## src/design/ptil_pkg.sv

```systemverilog
// ----------------------------------------------------------------------------
// ptil_pkg
// Shared constants, action codes and controller/datapath bundles for the
// prefix tree insert/lookup block.
// ----------------------------------------------------------------------------
package ptil_pkg;

  localparam int NODE_COUNT_DEF    = 1024;
  localparam int ALPHABET_SIZE_DEF = 26;

  localparam int ACTION_W = 2;
  localparam int LETTER_W = 5;

  localparam logic [ACTION_W-1:0] ACT_INSERT = 2'd0;
  localparam logic [ACTION_W-1:0] ACT_SEARCH = 2'd1;
  localparam logic [ACTION_W-1:0] ACT_PREFIX = 2'd2;

  // controller -> datapath
  typedef struct packed {
    logic clear_en;
    logic take_item;
    logic walk;
    logic mark_read;
    logic result_load;
  } cmd_t;

  // datapath -> controller
  typedef struct packed {
    logic clear_done;
    logic walk_needed;
    logic item_last;
    logic held_last;
    logic out_free;
  } sts_t;

endpackage

```

## src/design/ptil_ctrl.sv

```systemverilog
// ----------------------------------------------------------------------------
// ptil_ctrl
// Sequencer: clearing sweep after reset, then per-item walk and result steps.
// ----------------------------------------------------------------------------
module ptil_ctrl (
  input  logic           clk,
  input  logic           rst,
  input  logic           item_valid,
  output logic           item_ready,
  input  ptil_pkg::sts_t sts,
  output ptil_pkg::cmd_t cmd
);

  localparam logic [2:0] ST_CLEAR  = 3'd0;
  localparam logic [2:0] ST_IDLE   = 3'd1;
  localparam logic [2:0] ST_WALK   = 3'd2;
  localparam logic [2:0] ST_FINISH = 3'd3;
  localparam logic [2:0] ST_RESULT = 3'd4;

  logic [2:0] state;
  logic [2:0] state_next;

  always_ff @(posedge clk) begin
    if (rst) begin
      state <= ST_CLEAR;
    end else begin
      state <= state_next;
    end
  end

  always_comb begin
    state_next = state;
    cmd        = '0;
    item_ready = 1'b0;
    case (state)
      ST_CLEAR: begin
        cmd.clear_en = 1'b1;
        if (sts.clear_done) begin
          state_next = ST_IDLE;
        end
      end
      ST_IDLE: begin
        item_ready = 1'b1;
        if (item_valid) begin
          cmd.take_item = 1'b1;
          if (sts.walk_needed) begin
            state_next = ST_WALK;
          end else if (sts.item_last) begin
            state_next = ST_FINISH;
          end
        end
      end
      ST_WALK: begin
        cmd.walk   = 1'b1;
        state_next = sts.held_last ? ST_FINISH : ST_IDLE;
      end
      ST_FINISH: begin
        // fetch the word-end mark of the final node
        cmd.mark_read = 1'b1;
        state_next    = ST_RESULT;
      end
      ST_RESULT: begin
        if (sts.out_free) begin
          cmd.result_load = 1'b1;
          state_next      = ST_IDLE;
        end
      end
      default: begin
        state_next = ST_IDLE;
      end
    endcase
  end

endmodule

```

## config.mk

```make
export PLATFORM = sky130hd
export DESIGN_NAME = ptil_ctrl
export DESIGN_NICKNAME = d
export VERILOG_FILES = /design/src/design/ptil_pkg.sv /design/src/design/ptil_ctrl.sv
export SDC_FILE = /design/constraint.sdc
export NUM_CORES = 1
export LEC_CHECK = 0
export BUFFER_PORTS_ARGS = -buffer_cell sky130_fd_sc_hd__buf_4
export CELL_PAD_IN_SITES_DETAIL_PLACEMENT = 1
export CELL_PAD_IN_SITES_GLOBAL_PLACEMENT = 2
export CORE_AREA = 2 2 39 41
export DETAILED_ROUTE_END_ITERATION = 16
export DIE_AREA = 0 0 41 43
export GPL_TIMING_DRIVEN = 0
export HOLD_SLACK_MARGIN = 0.03
export MAX_ROUTING_LAYER = met4
export PLACE_DENSITY = 0.71
export SYNTH_ARGS = -nofsm -noshare
export SYNTH_HDL_FRONTEND = slang
export SYNTH_SLANG_ARGS = --single-unit
```

## constraint.sdc

```tcl
create_clock -name clk -period 2.25 [get_ports clk]
set_clock_uncertainty 0.1 [all_clocks]
set_input_delay 0.1125 -clock clk [delete_from_list [all_inputs] [get_ports clk]]
set_output_delay 0.1125 -clock clk [all_outputs]
set_load 0.01 [all_outputs]
```

==> results_dict.tcl, run 1 <==
set metrics [dict create \
    rsz0062_at_grt "no" \
    syn_avg_cell_area_um2 8.06 \
    finalCritPeriodShare 0.657 \
    syn_inst 25 \
    yosys_warnings 0 \
    fmax_ghz 0.676 \
    holdPathEnd "state[2]" \
    grtUsageTotal 0.0801 \
    drt_wl_total_um 563 \
    cts.sinks 3 \
    drive_above_1_share 0.442 \
    drv_cap 0 \
    fp.dieArea_um2 1760 \
    core_area_um2 1380 \
    yosys.area.top_type_share 0.298 \
    drc 0 \
    vias_per_cell 3.97 \
    grt_pass1_wl_um 910 \
    antenna_found_initial 0 \
    cts.clk_slew.worst_paths_ns 0.03 \
    crit_path_max_fanout 8 \
    instances_no_fill 59 \
    layout_commonest_cell "buf_4" \
    htreeDepth 1 \
    holdCritStartpoint "sts[0]" \
    finalHoldViolCount 0 \
    tritoncts "done" \
    yosysTopAreaCell "dfxtp_1" \
    status "completed" \
    crit_path_end_kind "output port" \
    rrSetupSlack_ns 1.03 \
    dpl.cell_count 54 \
    cellLeakagePower_uw 0.000171 \
    clk_latency_ns 0.23 \
    cts_root_buffer "clkbuf_4" \
    worstPathArrival_ns 1.27 \
    nNetsFinal 52 \
    largest_reg_flops 3 \
    cp.required_ns 2.04 \
    maxSlewViolCount 0 \
    setup_viol 0 \
    relSlewSlack 0.794 \
    dpl-instance-area_um2 319 \
    hold_class "primary input to register" \
    powerDensity_nw_per_um2 642 \
    port_buffers 13 \
    ios 14 \
    drt-initial-drc-count 0 \
    vias 234 \
    crit-reg2reg-launch "state[1]" \
    cts_made_buffers 3 \
    crit_type "register to output port" \
    fin_area_um2 355 \
    r2r_end "state[1]" \
    synth_nets 33 \
    hpwl_um 434 \
    tns_ns 0 \
    largest_register "state" \
    final_util 0.257 \
    hold_depth 4 \
    hold_slack_ns 0.126 \
    insertedDiodeCount 0 \
    grt_pass1_vias 236 \
    yosysSeqAreaShare 0.298 \
    ant_nets 0 \
    worst_pin_slew_ns 0.305 \
    synth.distinct_cells 17 \
    synth-seq-cells 3 \
    syn_area_um2 201 \
    reg2reg_depth 3 \
    peakVddDrop_mv 0.224 \
    synth_area_leaders "dfxtp_1, and3b_1, a2111oi_2, nor3b_2, nor2_1" \
    routedWlPerCell_um 9.54 \
    fin_crit_ns 1.48 \
    fp-row-count 14 \
    largestRegisters "state (3)" \
    grt_max_degree 10 \
    area_growth_pct 76.4 \
    place_congestion 0.725 \
    start_kind "register" \
    clk_path_buf_depth 2 \
    layout_common_cells "buf_4, nor2_1, clkbuf_4, dfxtp_1" \
    first_pass_iters 1 \
    cts_resized 0 \
    start_util 0.146 \
    grt_overflow 0 \
    die_w_um 41 \
    startpoint "state[0]" \
    die_y_um 43 \
]
cells in the mapped netlist:
master / number
mux2i_1: 1
a2111oi_2: 1
nor2_1: 3
buf_2: 1
dfxtp_1: 3
and3b_1: 2
nor3_1: 2
nand2b_1: 1
a31oi_1: 1
nand2_1: 1
and3_1: 1
o21ai_0: 1
nor3b_2: 1
o2bb2ai_1: 1
inv_1: 2
a21oi_1: 2
and2_1: 1
layer usage:
layer / wire length [um] / up-vias / GRT usage
li1: - / 124 / -
met1: 262 / 99 / 0.0831
met2: 260 / 11 / 0.116
met3: 40 / 0 / 0.0471
met4: 0 / 0 / 0.0400
met5: 0 / - / -
metrics by stage:
step	total power [uW]	setup slack (ns)
after floorplan	103	1.06
after global placement	136	1.01
after detailed placement	137	0.998
after CTS	236	0.744
after global routing	250	0.652
final	228	0.772
power by group:
group	total, uW	switching, uW	internal [uW]
Sequential	67.2	8.40	58.8
Clock	92.0	25.7	66.3
Combinational	68.8	30.2	38.6
cell families (layout without fill, tap and decap cells):
kind of cell / count (synthesis) / in the layout / synth area share
AO/OA/AOI/OAI: 6 / 6 / 0.224
AND/OR/NAND/NOR: 12 / 12 / 0.367
multiplexers: 1 / 1 / 0.0497
buffers and inverters: 3 / 21 / 0.0621
flip-flops: 3 / 3 / 0.298
what timing repair did:
item,CTS,global route
endpoints found under the hold margin,3,0
hold buffers,1,0
setup buffers,0,0
area by class of cell:
type | instances | area (um2)
Sequential cell | 3 | 60.1
Fill cell | 177 | 1030
Timing Repair Buffer | 14 | 108
Multi-Input combinational cell | 19 | 129
Clock buffer | 4 | 26.3
Buffer | 1 | 5.00
Tap cell | 16 | 20.0
Inverter | 2 | 7.51
critical path, stage by stage, from the launching register on:
cell	delay [ns]
dfxtp_1	0.43
nor3b_2	0.32
and2_1	0.17
buf_4	0.11
worst max-delay path by stage:
stage,endpoint,slack [ns],cells after the start
final,cmd[3],0.77,3
after global routing,cmd[3],0.65,3
after CTS,cmd[3],0.74,3
after detailed placement,cmd[3],1.0,3
after global placement,cmd[3],1.01,3
after floorplan,cmd[3],1.06,3
(Power assumes the default switching activity.)
==> run 2, diff against run 1 <==
==> constraint.sdc (replaced) <==
create_clock -name clk -period 1.5 [get_ports clk]
set_clock_uncertainty 0.1 [all_clocks]
set_input_delay 0.075 -clock clk [delete_from_list [all_inputs] [get_ports clk]]
set_output_delay 0.075 -clock clk [all_outputs]
set_load 0.01 [all_outputs]
==> results_dict.tcl, run 2 (synthesis gave the netlist of run 1 again) <==
set metrics [dict create \
    drc 0 \
    cts_made_buffers 3 \
    total_power_uw 354 \
    drt-initial-drc-count 0 \
    grt_max_degree 10 \
    grt_overflow 0 \
    path_cells "nor3b_4, and2_1, buf_4" \
    hold_depth 4 \
    cellLeakagePower_uw 0.000176 \
    antenna_found_initial 0 \
    start_kind "register" \
    vias 241 \
    fin_crit_ns 1.38 \
    drt_wl_total_um 575 \
    cts.sinks 3 \
    hold_class "primary input to register" \
    grtUsageTotal 0.0801 \
    layout_commonest_cell "buf_4" \
    tns_ns 0 \
    die_y_um 43 \
    die_w_um 41 \
    crit_path_end_kind "output port" \
    clk_path_buf_depth 2 \
    powerDensity_nw_per_um2 958 \
    fillers 179 \
    crit_path_max_fanout 8 \
    worst_path_max_delay_cell "dfxtp_1" \
    largest_reg_flops 3 \
    insertedDiodeCount 0 \
    cp.required_ns 1.32 \
    setup_viol 0 \
    finalHoldViolCount 0 \
    fmax_ghz 0.726 \
    relSlewSlack 0.785 \
    reg2reg_depth 3 \
    hpwl_um 434 \
    largestRegisters "state (3)" \
    hold_slack_ns 0.0883 \
    vias_per_cell 4.02 \
    area_growth_pct 83.2 \
    largest_register "state" \
    rsz0062_at_grt "no" \
    nNetsFinal 53 \
    peakVddDrop_mv 0.368 \
    max_stage_delay_ns 0.44 \
    layout_common_cells "buf_4, nor2_1, clkbuf_4, dfxtp_1" \
    cts.clk_slew.worst_paths_ns 0.03 \
    drv_cap 0 \
    ant_nets 0 \
    pre_cts_ws_ns 0.286 \
    routedWlPerCell_um 9.58 \
    worstPathArrival_ns 1.20 \
    start_util 0.146 \
    drive_above_1_share 0.455 \
    first_pass_iters 1 \
    crit_type "register to output port" \
    htreeDepth 1 \
    setup_slack_ns 0.122 \
    grt_pass1_vias 236 \
    port_buffers 13 \
    place_congestion 0.725 \
    clk_latency_ns 0.23 \
    status "completed" \
    fp-row-count 14 \
    worst_pin_slew_ns 0.320 \
    rrSetupSlack_ns 0.25 \
    fp.dieArea_um2 1760 \
    grt_pass1_wl_um 910 \
    tritoncts "done" \
    ios 14 \
    core_area_um2 1380 \
    maxSlewViolCount 0 \
    cts_root_buffer "clkbuf_4" \
    finalCritPeriodShare 0.919 \
]
## run 2: routing by layer
layer,GRT usage,vias to the layer above,routed length [um]
li1,-,126,-
met1,0.0831,104,253
met2,0.116,11,281
met3,0.0471,0,40
met4,0.0400,0,0
met5,-,-,0
## run 2: worst paths after layout
path,start,to
worst max-delay path,state[0],cmd[3]
worst min-delay path,sts[0],state[2]
worst max register to register,state[1],state[1]
worst min register to register,state[2],state[1]
## run 2: stage by stage
step | instances | instance area [um2] | util
2_1_floorplan | 25 | 201 | -
3_3_place_gp | 54 | 319 | 0.231
3_5_place_dp | 54 | 319 | 0.231
4_1_cts | 59 | 355 | 0.257
5_1_grt | 60 | 369 | 0.267
6_report | 60 | 369 | 0.267
## run 2: power breakdown
| group | switching, uW | internal [uW] |
|---|---|---|
| clock | 38.6 | 99.5 |
| sequential | 13.7 | 88.2 |
| combinational | 47.2 | 66.5 |
| total | 99.5 | 254 |
## run 2: final cells by class
| cell class | count | area, um2 | area share |
|---|---|---|---|
| buffer | 1 | 5.00 | 0.0136 |
| clock buffer | 4 | 26.3 | 0.0712 |
| inverter | 2 | 7.51 | 0.0203 |
| multi-input combinational | 19 | 135 | 0.366 |
| sequential | 3 | 60.1 | 0.163 |
| tap | 16 | 20.0 | 0.0542 |
| timing repair buffer | 15 | 115 | 0.312 |
## run 2: worst max-delay path: cells and delay by family, from the launching register on
kind / cells / cell delay, ns
buf+inv: 1 / 0.11
simple gates: 2 / 0.43
flops: 1 / 0.44
## run 2: repair_timing
item,CTS,global route
gates resized for setup,0,1
hold endpoints to repair,3,0
hold buffers,1,0
endpoints found under the setup margin,0,1
buffers inserted,0,1
==> run 3, diff against run 2 <==
--- a/config.mk
+++ b/config.mk
@@ -5,10 +5,12 @@
 export SDC_FILE = /design/constraint.sdc
 export NUM_CORES = 1
 export LEC_CHECK = 0
+export ABC_CLOCK_PERIOD_IN_PS = 1500
 export BUFFER_PORTS_ARGS = -buffer_cell sky130_fd_sc_hd__buf_4
 export CELL_PAD_IN_SITES_DETAIL_PLACEMENT = 1
 export CELL_PAD_IN_SITES_GLOBAL_PLACEMENT = 2
 export CORE_AREA = 2 2 39 41
+export CTS_BUF_LIST = sky130_fd_sc_hd__clkbuf_16
 export DETAILED_ROUTE_END_ITERATION = 16
 export DIE_AREA = 0 0 41 43
 export GPL_TIMING_DRIVEN = 0
==> results_dict.tcl, run 3 (synthesis gave the netlist of run 1 again) <==
set metrics [dict create \
    die_w_um 41 \
    holdCritStartpoint "sts[0]" \
    finalHoldViolCount 0 \
    setup_viol 0 \
    largestRegisters "state (3)" \
    cellLeakagePower_uw 0.000198 \
    routedWlPerCell_um 9.92 \
    fin_crit_ns 1.40 \
    hold_class "primary input to register" \
    drt_wl_total_um 585 \
    worst_pin_slew_ns 0.341 \
    start_util 0.146 \
    crit_path_max_fanout 8 \
    largest_register "state" \
    instances_no_fill 59 \
    crit_path_end_kind "output port" \
    crit-reg2reg-launch "state[1]" \
    die_y_um 43 \
    status "completed" \
    fmax_ghz 0.716 \
    start_kind "register" \
    clk_latency_ns 0.22 \
    tns_ns 0 \
    pre_cts_ws_ns 0.286 \
    worstPathArrival_ns 1.22 \
    ant_nets 0 \
    cts_root_buffer "clkbuf_16" \
    ios 14 \
    drv_cap 0 \
    pwr-share-seq 0.163 \
    finalCritPeriodShare 0.931 \
    port_buffers 13 \
    vias_per_cell 4.14 \
    grt_pass1_wl_um 924 \
    final_util 0.299 \
    vias 244 \
    hpwl_um 434 \
    cp.required_ns 1.32 \
    setup_slack_ns 0.103 \
    area_growth_pct 106 \
    drt-initial-drc-count 0 \
    htreeDepth 1 \
    drc 0 \
    cts.sinks 3 \
    rsz0062_at_grt "no" \
    grt_overflow 0 \
    layout_commonest_cell "buf_4" \
    cts.clk_slew.worst_paths_ns 0.03 \
    core_area_um2 1380 \
    r2r_end "state[1]" \
    switching_power_uw 134 \
    peakVddDrop_mv 0.978 \
    place_congestion 0.725 \
    powerDensity_nw_per_um2 1520 \
    largest_reg_flops 3 \
    drive_above_1_share 0.442 \
    reg2reg_depth 3 \
    layout_common_cells "buf_4, inv_1, nor2_1, clkbuf_16, dfxtp_1" \
    grt_max_degree 10 \
    p_clk_frac 0.666 \
    maxSlewViolCount 0 \
    combPwrFrac 0.171 \
    intPower_uw 494 \
    grtUsageTotal 0.0852 \
    nNetsFinal 52 \
    tritoncts "done" \
    antenna_found_initial 0 \
    dpl.cell_count 54 \
    total_power_uw 628 \
    relSlewSlack 0.770 \
    hold_depth 4 \
    cts_setup_buffers 0 \
    rrSetupSlack_ns 0.25 \
    clk_path_buf_depth 2 \
    crit_type "register to output port" \
    swShare 0.213 \
    holdPathEnd "state[2]" \
    first_pass_iters 1 \
    fp-row-count 14 \
    cts_made_buffers 3 \
    fp.dieArea_um2 1760 \
    insertedDiodeCount 0 \
    grt_pass1_vias 229 \
]
==> run 3: worst max-delay path: stages (launching register included) <==
cell and delay, ns:
dfxtp_1 0.44, nor3b_4 0.29, and2_1 0.16, buf_4 0.11
==> run 3: cell type report <==
cell class	count	area, um2
sequential	3	60.1
fill	169	970
clock inverter	1	3.75
multi-input combinational	19	135
buffer	1	5.00
clock buffer	3	75.1
inverter	2	7.51
timing repair buffer	14	108
tap	16	20.0
==> run 3: how the worst max path moves through the flow <==
stage	start	to	cells after the start
global route	state[0]	cmd[3]	3
CTS	state[0]	cmd[3]	3
floorplan	state[2]	cmd[3]	3
detailed placement	state[0]	cmd[3]	3
global placement	state[1]	state[1]	3
finish	state[0]	cmd[3]	3
==> run 3: power by group through the flow <==
stage | sequential [uW] | clock (uW) | combinational (uW)
floorplan | 98.5 | 0 | 55.5
CTS | 101 | 427 | 106
detailed placement | 102 | 0 | 103
global placement | 102 | 0 | 101
global route | 104 | 444 | 117
finish | 102 | 418 | 108
==> run 3: metal layers <==
| layer | vias up | track usage | wire [um] |
|---|---|---|---|
| met3 | 2 | 0.0471 | 52 |
| met5 | - | - | 0 |
| met4 | 0 | 0.0600 | 17 |
| li1 | 124 | - | - |
| met1 | 106 | 0.0863 | 233 |
| met2 | 12 | 0.119 | 282 |
==> run 3: timing repair <==
action                                  CTS  global route
hold endpoints to repair                  3             0
endpoints found under the setup margin    0             1
hold buffers                              1             0
gates resized for setup                   0             1
==> run 3: per-stage QoR <==
| stage | hold slack, ns | instance area [um2] |
|---|---|---|
| after floorplan | 0.0441 | 201 |
| after global placement | 0.166 | 319 |
| after detailed placement | 0.168 | 319 |
| after CTS | 0.0969 | 408 |
| after global routing | 0.123 | 414 |
| final | 0.0929 | 414 |
